File: config.mk
export PLATFORM = sky130hd
export DESIGN_NAME = substring_search_first_last
export DESIGN_NICKNAME = d
export VERILOG_FILES = /design/src/sv/sss_pkg.sv /design/src/sv/sss_cell.sv /design/src/sv/sss_regs.sv /design/src/sv/substring_search_first_last.sv
export SDC_FILE = /design/constraint.sdc
export NUM_CORES = 1
export LEC_CHECK = 0
export ABC_AREA = 1
export BUFFER_PORTS_ARGS = -buffer_cell sky130_fd_sc_hd__clkbuf_2
export CAP_MARGIN = 20
export CORE_MARGIN = 2
export CORE_UTILIZATION = 50
export CTS_BUF_LIST = sky130_fd_sc_hd__clkbuf_4 sky130_fd_sc_hd__clkbuf_8
export DETAILED_ROUTE_END_ITERATION = 12
export PLACE_DENSITY_LB_ADDON = 0.2
export SYNTH_ARGS = -nofsm -noshare
export SYNTH_HDL_FRONTEND = slang
export SYNTH_HIERARCHICAL = 1
export SYNTH_SLANG_ARGS = --single-unit
File: constraint.sdc
create_clock -name i_clk -period 8.95 [get_ports i_clk]
set_input_delay 1.3425 -clock i_clk [delete_from_list [all_inputs] [get_ports i_clk]]
set_output_delay 1.3425 -clock i_clk [all_outputs]
set_load 0.01 [all_outputs]
File: src/sv/sss_pkg.sv
`timescale 1ns / 1ps
// Shared types and codes for the substring search block.
// No dependencies.
package sss_pkg;

    // Register codes (APB address bits [4:3])
    localparam logic [1:0] REG_PATTERN_BYTES  = 2'd0;
    localparam logic [1:0] REG_PATTERN_LENGTH = 2'd1;
    localparam logic [1:0] REG_SEARCH_MODE    = 2'd2;
    localparam logic [1:0] REG_START_OFFSET   = 2'd3;

    // Result status codes
    localparam logic [1:0] STATUS_FOUND     = 2'd0;
    localparam logic [1:0] STATUS_NOT_FOUND = 2'd1;
    localparam logic [1:0] STATUS_TOO_LONG  = 2'd2;

    localparam logic MODE_FIRST = 1'b0;
    localparam logic MODE_LAST  = 1'b1;

    typedef struct packed {
        logic [7:0] subject_byte;
        logic       last_of_subject;
    } t_in;

    typedef struct packed {
        logic [1:0]  search_status;
        logic [15:0] match_position;
    } t_out;

    typedef struct packed {
        logic [63:0] pattern_bytes;
        logic [3:0]  pattern_length;
        logic        search_mode;
        logic [15:0] start_offset;
    } t_cfg;

endpackage

File: src/sv/sss_cell.sv
`timescale 1ns / 1ps
// One window cell: holds a subject byte, passes it on, compares the byte
// it is about to take against its pattern byte. No dependencies.
module sss_cell (
    input  logic       i_clk,
    input  logic       i_shift,
    input  logic [7:0] i_byte,
    input  logic [7:0] i_pat,
    output logic [7:0] o_byte,
    output logic       o_eq
);

    logic [7:0] r_byte;

    always_ff @(posedge i_clk) begin
        if (i_shift) begin
            r_byte <= i_byte;
        end
    end

    assign o_byte = r_byte;
    assign o_eq   = (i_byte == i_pat);

endmodule

File: src/sv/sss_regs.sv
`timescale 1ns / 1ps
// APB register file for the substring search configuration.
// Depends on sss_pkg.
module sss_regs (
    input  logic               i_clk,
    input  logic               i_rst_n,
    input  logic               psel,
    input  logic               penable,
    input  logic               pwrite,
    input  logic [4:0]         paddr,
    input  logic [63:0]        pwdata,
    output logic [63:0]        prdata,
    output logic               pready,
    output sss_pkg::t_cfg      o_cfg
);

    import sss_pkg::*;

    t_cfg r_cfg;
    logic w_wr;

    assign pready = 1'b1;
    assign w_wr   = psel & penable & pwrite;

    always_ff @(posedge i_clk) begin
        if (!i_rst_n) begin
            r_cfg <= '0;
        end else if (w_wr) begin
            unique case (paddr[4:3])
                REG_PATTERN_BYTES:  r_cfg.pattern_bytes  <= pwdata;
                REG_PATTERN_LENGTH: r_cfg.pattern_length <= pwdata[3:0];
                REG_SEARCH_MODE:    r_cfg.search_mode    <= pwdata[0];
                REG_START_OFFSET:   r_cfg.start_offset   <= pwdata[15:0];
                default:            r_cfg                <= r_cfg;
            endcase
        end
    end

    always_comb begin
        unique case (paddr[4:3])
            REG_PATTERN_BYTES:  prdata = r_cfg.pattern_bytes;
            REG_PATTERN_LENGTH: prdata = {60'd0, r_cfg.pattern_length};
            REG_SEARCH_MODE:    prdata = {63'd0, r_cfg.search_mode};
            REG_START_OFFSET:   prdata = {48'd0, r_cfg.start_offset};
            default:            prdata = '0;
        endcase
    end

    assign o_cfg = r_cfg;

endmodule

File: src/sv/substring_search_first_last.sv
`timescale 1ns / 1ps
// Streaming substring search, first or last match. Depends on sss_pkg,
// sss_cell and sss_regs.
//
// Subject bytes enter one item per cycle into a row of PATTERN_MAX cells
// that shift the window along on every accepted item; each cell compares
// the byte it takes with its pattern byte, so a match ending on the new
// byte is known in the same cycle. The pattern (up to 8 bytes, byte 0 in
// bits 7..0), its length, the mode and the start offset come from four
// APB registers at byte addresses 0, 8, 16 and 24 (64-bit data); write
// them only between subjects. First mode keeps the earliest match that
// starts at or after start_offset, last mode the latest match. On the
// item flagged last_of_subject one result item comes out in the next
// cycle, from an output register: found with the start position, not
// found, or too long when the subject exceeds 2^POS_BITS - 1 bytes.
// Throughput is one byte per cycle; the input stalls only when a final
// byte arrives while the previous result is still held by a stalled
// output.
module substring_search_first_last #(
    parameter int PATTERN_MAX = 8,
    parameter int POS_BITS    = 16
) (
    input  logic          i_clk,
    input  logic          i_rst_n,
    // subject item channel
    input  logic          i_in_valid,
    input  sss_pkg::t_in  i_in,
    output logic          o_in_stall,
    // result item channel
    output logic          o_out_valid,
    output sss_pkg::t_out o_out,
    input  logic          i_out_stall,
    // configuration port
    input  logic          psel,
    input  logic          penable,
    input  logic          pwrite,
    input  logic [4:0]    paddr,
    input  logic [63:0]   pwdata,
    output logic [63:0]   prdata,
    output logic          pready
);

    import sss_pkg::*;

    // compare width: covers the byte count, its +1, and start_offset
    localparam int CW = (POS_BITS >= 16) ? POS_BITS + 1 : 17;

    t_cfg w_cfg;

    sss_regs u_regs (
        .i_clk   (i_clk),
        .i_rst_n (i_rst_n),
        .psel    (psel),
        .penable (penable),
        .pwrite  (pwrite),
        .paddr   (paddr),
        .pwdata  (pwdata),
        .prdata  (prdata),
        .pready  (pready),
        .o_cfg   (w_cfg)
    );

    logic w_in_acc;
    assign o_in_stall = o_out_valid & i_out_stall & i_in.last_of_subject;
    assign w_in_acc   = i_in_valid & ~o_in_stall;

    // active pattern length, clamped to the cell count
    logic [3:0] w_len;
    assign w_len = (w_cfg.pattern_length > 4'(PATTERN_MAX)) ?
                   4'(PATTERN_MAX) : w_cfg.pattern_length;

    // ---- window cells: cell 0 takes the new byte, cell k the byte k back
    logic [7:0] w_cell_in  [PATTERN_MAX];
    logic [7:0] w_cell_out [PATTERN_MAX];
    logic [7:0] w_cell_pat [PATTERN_MAX];
    logic       w_cell_eq  [PATTERN_MAX];
    logic [PATTERN_MAX-1:0] w_ok;

    genvar k;
    generate
        for (k = 0; k < PATTERN_MAX; k++) begin : g_cell
            logic [3:0] w_sel;
            // cell k lines up with pattern byte len-1-k
            assign w_sel = w_len - 4'd1 - 4'(k);
            assign w_cell_pat[k] = w_cfg.pattern_bytes[{w_sel[2:0], 3'b000} +: 8];
            if (k == 0) begin : g_head
                assign w_cell_in[k] = i_in.subject_byte;
            end else begin : g_link
                assign w_cell_in[k] = w_cell_out[k-1];
            end
            // cells beyond the active length do not take part
            assign w_ok[k] = w_cell_eq[k] | (4'(k) >= w_len);

            sss_cell u_cell (
                .i_clk   (i_clk),
                .i_shift (w_in_acc),
                .i_byte  (w_cell_in[k]),
                .i_pat   (w_cell_pat[k]),
                .o_byte  (w_cell_out[k]),
                .o_eq    (w_cell_eq[k])
            );
        end
    endgenerate

    // ---- subject bookkeeping
    logic [POS_BITS:0]   r_seen;     // saturates at 2^POS_BITS
    logic                r_match;
    logic [POS_BITS-1:0] r_rec;
    logic [POS_BITS:0]   n_seen;
    logic                n_match;
    logic [POS_BITS-1:0] n_rec;

    logic          w_sat;
    logic [CW-1:0] w_idx1;    // position just past the new byte
    logic [CW-1:0] w_start;
    logic [CW-1:0] w_len_cw;
    logic [CW-1:0] w_spos;    // candidate match start
    logic          w_hit;

    assign w_sat    = r_seen[POS_BITS];
    assign w_idx1   = CW'(r_seen) + CW'(1);
    assign w_start  = CW'(w_cfg.start_offset);
    assign w_len_cw = CW'(w_len);
    assign w_spos   = w_idx1 - w_len_cw;
    assign w_hit    = (w_len != 4'd0) & ~w_sat & (w_idx1 >= w_len_cw) & (&w_ok);
    assign n_seen   = w_sat ? r_seen : r_seen + (POS_BITS+1)'(1);

    always_comb begin
        n_match = r_match;
        n_rec   = r_rec;
        if (w_hit) begin
            if (w_cfg.search_mode == MODE_LAST) begin
                n_match = 1'b1;
                n_rec   = w_spos[POS_BITS-1:0];
            end else if (!r_match && (w_spos >= w_start)) begin
                n_match = 1'b1;
                n_rec   = w_spos[POS_BITS-1:0];
            end
        end
    end

    // ---- result of a subject, formed on its final byte
    t_out          w_res;
    logic [CW-1:0] w_pos;
    logic [CW-1:0] w_total;

    assign w_total = CW'(n_seen);

    always_comb begin
        w_pos = '0;
        priority if (n_seen[POS_BITS]) begin
            w_res.search_status = STATUS_TOO_LONG;
        end else if (w_len == 4'd0) begin
            // empty pattern
            if (w_cfg.search_mode == MODE_LAST) begin
                w_res.search_status = STATUS_FOUND;
                w_pos = w_total;
            end else if (w_start <= w_total) begin
                w_res.search_status = STATUS_FOUND;
                w_pos = w_start;
            end else begin
                w_res.search_status = STATUS_NOT_FOUND;
            end
        end else if (n_match) begin
            w_res.search_status = STATUS_FOUND;
            w_pos = CW'(n_rec);
        end else begin
            w_res.search_status = STATUS_NOT_FOUND;
        end
        w_res.match_position = w_pos[15:0];
    end

    // ---- state and output register
    t_out r_out;
    logic r_out_valid;

    always_ff @(posedge i_clk) begin
        if (!i_rst_n) begin
            r_seen      <= '0;
            r_match     <= 1'b0;
            r_rec       <= '0;
            r_out_valid <= 1'b0;
        end else begin
            if (w_in_acc) begin
                if (i_in.last_of_subject) begin
                    r_seen  <= '0;
                    r_match <= 1'b0;
                    r_rec   <= '0;
                end else begin
                    r_seen  <= n_seen;
                    r_match <= n_match;
                    r_rec   <= n_rec;
                end
            end
            if (w_in_acc && i_in.last_of_subject) begin
                r_out_valid <= 1'b1;
            end else if (!i_out_stall) begin
                r_out_valid <= 1'b0;
            end
        end
    end

    always_ff @(posedge i_clk) begin
        if (w_in_acc && i_in.last_of_subject) begin
            r_out <= w_res;
        end
    end

    assign o_out_valid = r_out_valid;
    assign o_out       = r_out;

endmodule

==> metrics.csv, run 1 <==
stage,metric,value,unit
setup_path,critPathBufInv,3,
sta,setup_viol,0,
sta,setup_ws,2.93,ns
grt,grt_pass1_vias,12300,
setup_path,start_kind,register,
detailed_routing,vias,14300,
cells_and_area,multi_input_area,7600,sq um
setup_path,cp_top_family,simple AND/OR/NAND/NOR gates,
setup_path,critPathKind,register to register,
cells_and_area,drive_gt1_frac,0.117,
cells_and_area,fin_cells,2774,
clock_network,cts_setup_buffers,0,
grt,grt.overflow.total,0,
grt,grt_max_degree,90,
detailed_routing,ant_nets,0,
detailed_routing,drt_first_pass_iters,6,
detailed_routing,drc,0,
logic_synthesis,syn_area_per_cell,6.19,sq um
logic_synthesis,ys_warn_count,6,
setup_path,slowest_stage,nor2_1,
grt,antenna_found_initial,0,
clock_network,insertion_delay,0.50,ns
placed_design,dp_hpwl,32700,um
die,die_h,172,um
power,peakVddDrop,0.0763,mV
grt,grt_usage,0.293,
power,leakage,7.36,nW
sta,slew_headroom,0.296,
setup_path,critical-path-max-stage-delay,0.72,ns
cells_and_area,ff_latch_area,4620,sq um
clock_network,cts_root_buf,clkbuf_8,
sta,period_share,0.672,
die,row_count,61,
clock_network,holdBufCountCts,0,
placed_design,numPortBuffers,165,
hold_path,worstHoldPathType,register to register,
outcome,outcome,finished clean,
job,maxCapViolations,0,
sta,max_freq,0.166,GHz
die,die_x,172,um
placed_design,dp_slack,2.71,ns
grt,grt_pass1_wl,66300,um
sta,finalMaxSlewViolations,0,
placed_design,gp_congestion,0.982,
detailed_routing,totalWireLength,42800,um
sta,finClkSkew,0.0187,ns
setup_path,cpMostUsedCell,nand2_1,
logic_synthesis,syn_area,14200,sq um
sta,final.setup.tns,0,ns
clock_network,cts_buffer_depth,2,
clock_network,cts_tree,yes,
clock_network,numCtsBuffers,17,
setup_path,path_cells,inv_1 -> nor2_1 -> inv_1 -> ha_1 -> nand2_1 -> nand2_1 -> nor2_1 -> nor2_1 -> nor2_1 -> nand3_2 -> nor2_4 -> nand2_1 -> xor2_1 -> ha_1 -> inv_1 -> nor3_1 -> nand2_1 -> o21ai_0 -> a21oi_1 -> nand2_4 -> nand2_4 -> a21oi_4 -> nand2_1 -> a21oi_1,
cells_and_area,fin_util,0.557,
logic_synthesis,synth_fp_nets,2416,
setup_path,crit_fanout,18,
detailed_routing,vias_per_cell,5.15,
clock_network,cts.htree.levels,4,
sta,layout_min_cycle_time,6.02,ns
clock_network,cts_resized,0,
sta,rsz0062_at_grt,no,
die,die_area,29700,sq um
placed_design,dpl.cell_count,2741,
clock_network,clkSlewWorstSetupHoldPaths,0.11,ns
power,power_density,126,nW/um^2
detailed_routing,wl_per_cell,15.4,um
logic_synthesis,synth_cells,2287,
clock_network,clock_sinks,194,
cells_and_area,syn2layout_area_growth,9.65,%
detailed_routing,drt_iter0_drc,1292,
die,initial_utilization,0.508,
cells_and_area,fillCellCount,2844,
setup_path,cp.required,9.28,ns
die,core,27900,sq um
setup_path,crit_arrival,6.35,ns
setup_path,endpoint_kind,register,
cells_and_area,insertedDiodeCount,0,
die,ios,170,
sta,tightest_slew,1.05,ns
cells_and_area,finish.net_count,2512,
sta,hold_violations,0,
path summary, 6_finish.rpt:
| kind | end | startpoint | slack (ns) | cells past startpoint |
|---|---|---|---|---|
| max | o_out[14]$_SDFFCE_PP0P_ | u_regs/o_cfg[19]$_SDFFE_PN0P_ | 2.93 | 24 |
| min | r_rec[3]$_SDFFE_PN0P_ | r_rec[3]$_SDFFE_PN0P_ | 0.47 | 2 |
| max reg2reg | o_out[14]$_SDFFCE_PP0P_ | u_regs/o_cfg[19]$_SDFFE_PN0P_ | 2.93 | 24 |
| min reg2reg | r_rec[3]$_SDFFE_PN0P_ | r_rec[3]$_SDFFE_PN0P_ | 0.47 | 2 |
routing by layer:
layer / routed length, um / global-route usage / up-vias
met5: 0 / 0 / -
met4: 643 / 0.0632 / 0
met3: 3520 / 0.0504 / 38
met2: 17400 / 0.416 / 512
met1: 21300 / 0.458 / 6450
li1: - / - / 7280
state kept, by name, summed over array words and instances, names as in the netlist:
signal                count
g_cell.u_cell/o_byte     56
o_out                    18
o_out_valid               1
r_match                   1
r_rec                    16
r_seen                   17
u_regs/o_cfg             85
report_power, final:
| part | internal, mW | switching, mW |
|---|---|---|
| combinational | 0.115 | 0.258 |
| sequential | 0.947 | 0.0235 |
| clock | 0.235 | 0.372 |
| total | 1.30 | 0.653 |
worst register-to-register path, stage by stage (launching register included):
cell and delay (ns):
dfxtp_1 0.51, inv_1 0.11, nor2_1 0.72, inv_1 0.48, ha_1 0.50, nand2_1 0.10, nand2_1 0.05, nor2_1 0.17
nor2_1 0.08, nor2_1 0.17, nand3_2 0.21, nor2_4 0.18, nand2_1 0.08, xor2_1 0.41, ha_1 0.19, inv_1 0.05
nor3_1 0.30, nand2_1 0.10, o21ai_0 0.21, a21oi_1 0.10, nand2_4 0.23, nand2_4 0.11, a21oi_4 0.51, nand2_1 0.12
a21oi_1 0.17
placed cells by master, fill, tap and decap left out, types with 14 or more instances in the layout:
master / n
a21oi_1: 56
buf_4: 14
clkbuf_2: 164
clkbuf_8: 17
dfxtp_1: 120
edfxtp_1: 74
ha_1: 43
inv_1: 376
nand2_1: 685
nand2_2: 22
nand3_1: 122
nand4_1: 26
nor2_1: 334
o21a_1: 24
o21ai_0: 176
metrics by stage:
stage / area [sq um] / total power [mW] / hold WS, ns
finish: 15500 / 1.95 / 0.474
global placement: 15100 / 1.34 / 0.451
global route: 15500 / 2.04 / 0.491
floorplan: 14200 / 1.24 / 0.445
detailed placement: 15100 / 1.35 / 0.456
CTS: 15500 / 1.95 / 0.473
area by class of cell:
class | count | share of cell area
clock buffers | 17 | 0.0151
well taps | 378 | 0.0305
flip-flops and latches | 194 | 0.298
clock inverters | 15 | 0.0110
inverters | 385 | 0.0931
repair buffers | 181 | 0.0627
multi-input cells | 1604 | 0.490
(Power assumes the default switching activity.)
==> run 2: changes to the inputs <==
Clock period 8.95 ns to 5.35 ns, I/O delays scaled along.
==> metrics.csv, run 2 (synthesized netlist as in run 1, its figures left out) <==
stage,metric,value,unit,change
outcome,outcome,finished clean,,unchanged
setup_path,crit_fanout,18,,unchanged
cells_and_area,mostFrequentLayoutCells,"nand2_1 (685), inv_1 (376), nor2_1 (334)",,unchanged
grt,grt.overflow.total,0,,unchanged
power,seqPwrFrac,0.504,,was 0.498
cells_and_area,postLayoutCellArea,15600,sq um,was 15500 sq um
detailed_routing,drt_first_pass_iters,6,,unchanged
clock_network,clkSlewWorstSetupHoldPaths,0.10,ns,was 0.11 ns
grt,grt_pass1_wl,67500,um,was 66300 um
die,row_count,61,,unchanged
detailed_routing,drc,0,,unchanged
clock_network,cts_buffer_depth,2,,unchanged
sta,max_freq,0.200,GHz,was 0.166 GHz
sta,hold_violations,0,,unchanged
grt,grt_usage,0.298,,was 0.293
power,power_density,207,nW/um^2,was 126 nW/um^2
job,maxCapViolations,0,,unchanged
sta,slew_headroom,0.307,,was 0.296
grt,grt_pass1_vias,12400,,was 12.3k
power,power.switching,1.08,mW,was 653 uW
sta,finClkSkew,0.0284,ns,was 0.0187 ns
sta,layout_min_cycle_time,4.99,ns,was 6.02 ns
die,die_x,172,um,unchanged
detailed_routing,wl_per_cell,15.6,um,was 15.4 um
grt,antenna_found_initial,0,,unchanged
detailed_routing,vias,14300,,about the same
cells_and_area,syn2layout_area_growth,9.90,%,was 9.65%
cells_and_area,largest_reg_flops,85,,unchanged
power,peakVddDrop,0.111,mV,was 0.0763 mV
grt,grt_max_degree,98,,was 90
sta,tightest_slew,1.04,ns,was 1.05 ns
cells_and_area,multi_input_area,7600,sq um,unchanged
power,p_sw_frac,0.336,,was 0.335
sta,setup_viol,0,,unchanged
clock_network,cts_root_buf,clkbuf_8,,unchanged
detailed_routing,drt_iter0_drc,1414,,was 1292
placed_design,gp_congestion,0.990,,was 0.982
detailed_routing,vias_per_cell,5.14,,was 5.15
clock_network,numCtsBuffers,17,,unchanged
power,power,3.22,mW,was 1.95 mW
die,initial_utilization,0.508,,unchanged
detailed_routing,totalWireLength,43500,um,was 42800 um
placed_design,dp_hpwl,33500,um,was 32700 um
power,leakage,7.39,nW,was 7.36 nW
cells_and_area,finish.net_count,2521,,was 2512
detailed_routing,ant_nets,0,,unchanged
setup_path,critPathKind,register to register,,unchanged
die,die_h,172,um,unchanged
setup_path,endpoint_kind,register,,unchanged
setup_path,start_kind,register,,unchanged
clock_network,holdBufCountCts,0,,unchanged
cells_and_area,insertedDiodeCount,0,,unchanged
clock_network,clock_sinks,194,,unchanged
sta,rsz0062_at_grt,no,,unchanged
power,p_comb_frac,0.193,,was 0.191
sta,period_share,0.933,,was 0.672
cells_and_area,layout_commonest_cell,nand2_1,,unchanged
clock_network,insertion_delay,0.49,ns,was 0.50 ns
setup_path,cp.required,5.58,ns,was 9.28 ns
sta,final.setup.tns,0,ns,unchanged
clock_network,cts_tree,yes,,unchanged
power,p_int,2.14,mW,was 1.30 mW
power,p_clk_frac,0.303,,was 0.311
hold_path,worstHoldPathType,register to register,,unchanged
clock_network,cts.htree.levels,4,,unchanged
cells_and_area,fillCellCount,2743,,was 2844
sta,finalMaxSlewViolations,0,,unchanged
die,ios,170,,unchanged
cells_and_area,drive_gt1_frac,0.121,,was 0.117
placed_design,place_area,15200,sq um,was 15100 sq um
die,die_area,29700,sq um,unchanged
placed_design,numPortBuffers,165,,unchanged
setup_path,crit_arrival,5.22,ns,was 6.35 ns
die,core,27900,sq um,unchanged
cells_and_area,ff_latch_area,4620,sq um,unchanged
[run 2: area by class of cell]
| type | instances | share of cell area |
|---|---|---|
| Clock buffer | 19 | 0.0164 |
| Clock inverter | 13 | 0.00732 |
| Inverter | 385 | 0.0929 |
| Multi-Input combinational cell | 1604 | 0.488 |
| Sequential cell | 194 | 0.297 |
| Tap cell | 378 | 0.0304 |
| Timing Repair Buffer | 190 | 0.0673 |
[run 2: stage by stage]
step / setup WS [ns] / util / std cells / hold WS [ns]
after floorplan: 0.886 / - / 2287 / 0.445
after global placement: 0.555 / 0.543 / 2748 / 0.451
after detailed placement: 0.455 / 0.544 / 2749 / 0.456
after CTS: 0.381 / 0.557 / 2781 / 0.471
after global routing: 0.0701 / 0.558 / 2783 / 0.486
final: 0.358 / 0.558 / 2783 / 0.472
[run 2: final timing paths]
path | start | end | slack (ns) | cells past startpoint
setup / recovery | u_regs/o_cfg[19]$_SDFFE_PN0P_ | o_out[4]$_SDFFCE_PP0P_ | 0.36 | 27
hold / removal | r_rec[3]$_SDFFE_PN0P_ | r_rec[3]$_SDFFE_PN0P_ | 0.47 | 2
setup reg to reg | u_regs/o_cfg[19]$_SDFFE_PN0P_ | o_out[4]$_SDFFCE_PP0P_ | 0.36 | 27
hold reg to reg | r_rec[3]$_SDFFE_PN0P_ | r_rec[3]$_SDFFE_PN0P_ | 0.47 | 2
[run 2: worst max-delay path: stages (launching register included)]
cell and delay [ns]:
dfxtp_1 0.46, inv_1 0.10, nor2_1 0.24, inv_1 0.28, ha_1 0.44, nand2_1 0.10, nand2_1 0.06, nor2_1 0.19
nor2_1 0.10, nor2_1 0.18, nand3_2 0.18, nor2_4 0.17, nand2_1 0.08, xor2_1 0.43, ha_1 0.33, inv_1 0.08
nor3_1 0.05, nor3_1 0.15, nand2_1 0.07, nand2_1 0.06, nand2_1 0.05, a21oi_1 0.22, nand2_4 0.20, nand2_4 0.14
a21oi_4 0.07, buf_12 0.18, nand2_2 0.08, a21oi_2 0.05
[run 2: metal layers]
layer / up-vias / share of wire / track usage
met5: - / 0 / 0
met2: 543 / 0.41 / 0.426
met1: 6444 / 0.50 / 0.476
li1: 7293 / - / -
met4: 0 / 0.0097 / 0.0515
met3: 30 / 0.085 / 0.0387
[run 2: what timing repair did]
item | CTS | global route
resized for setup | 0 | 0
hold endpoints to repair | 0 | 0
setup buffers | 0 | 1
endpoints found under the setup margin | 0 | 14
[run 2: power by group through the flow]
| stage | clock [mW] | sequential, mW | combinational (mW) |
|---|---|---|---|
| 2_1_floorplan | 0 | 1.65 | 0.427 |
| 3_3_place_gp | 0 | 1.65 | 0.590 |
| 3_5_place_dp | 0 | 1.66 | 0.605 |
| 4_1_cts | 0.993 | 1.62 | 0.608 |
| 5_1_grt | 1.04 | 1.63 | 0.700 |
| 6_report | 0.975 | 1.62 | 0.620 |
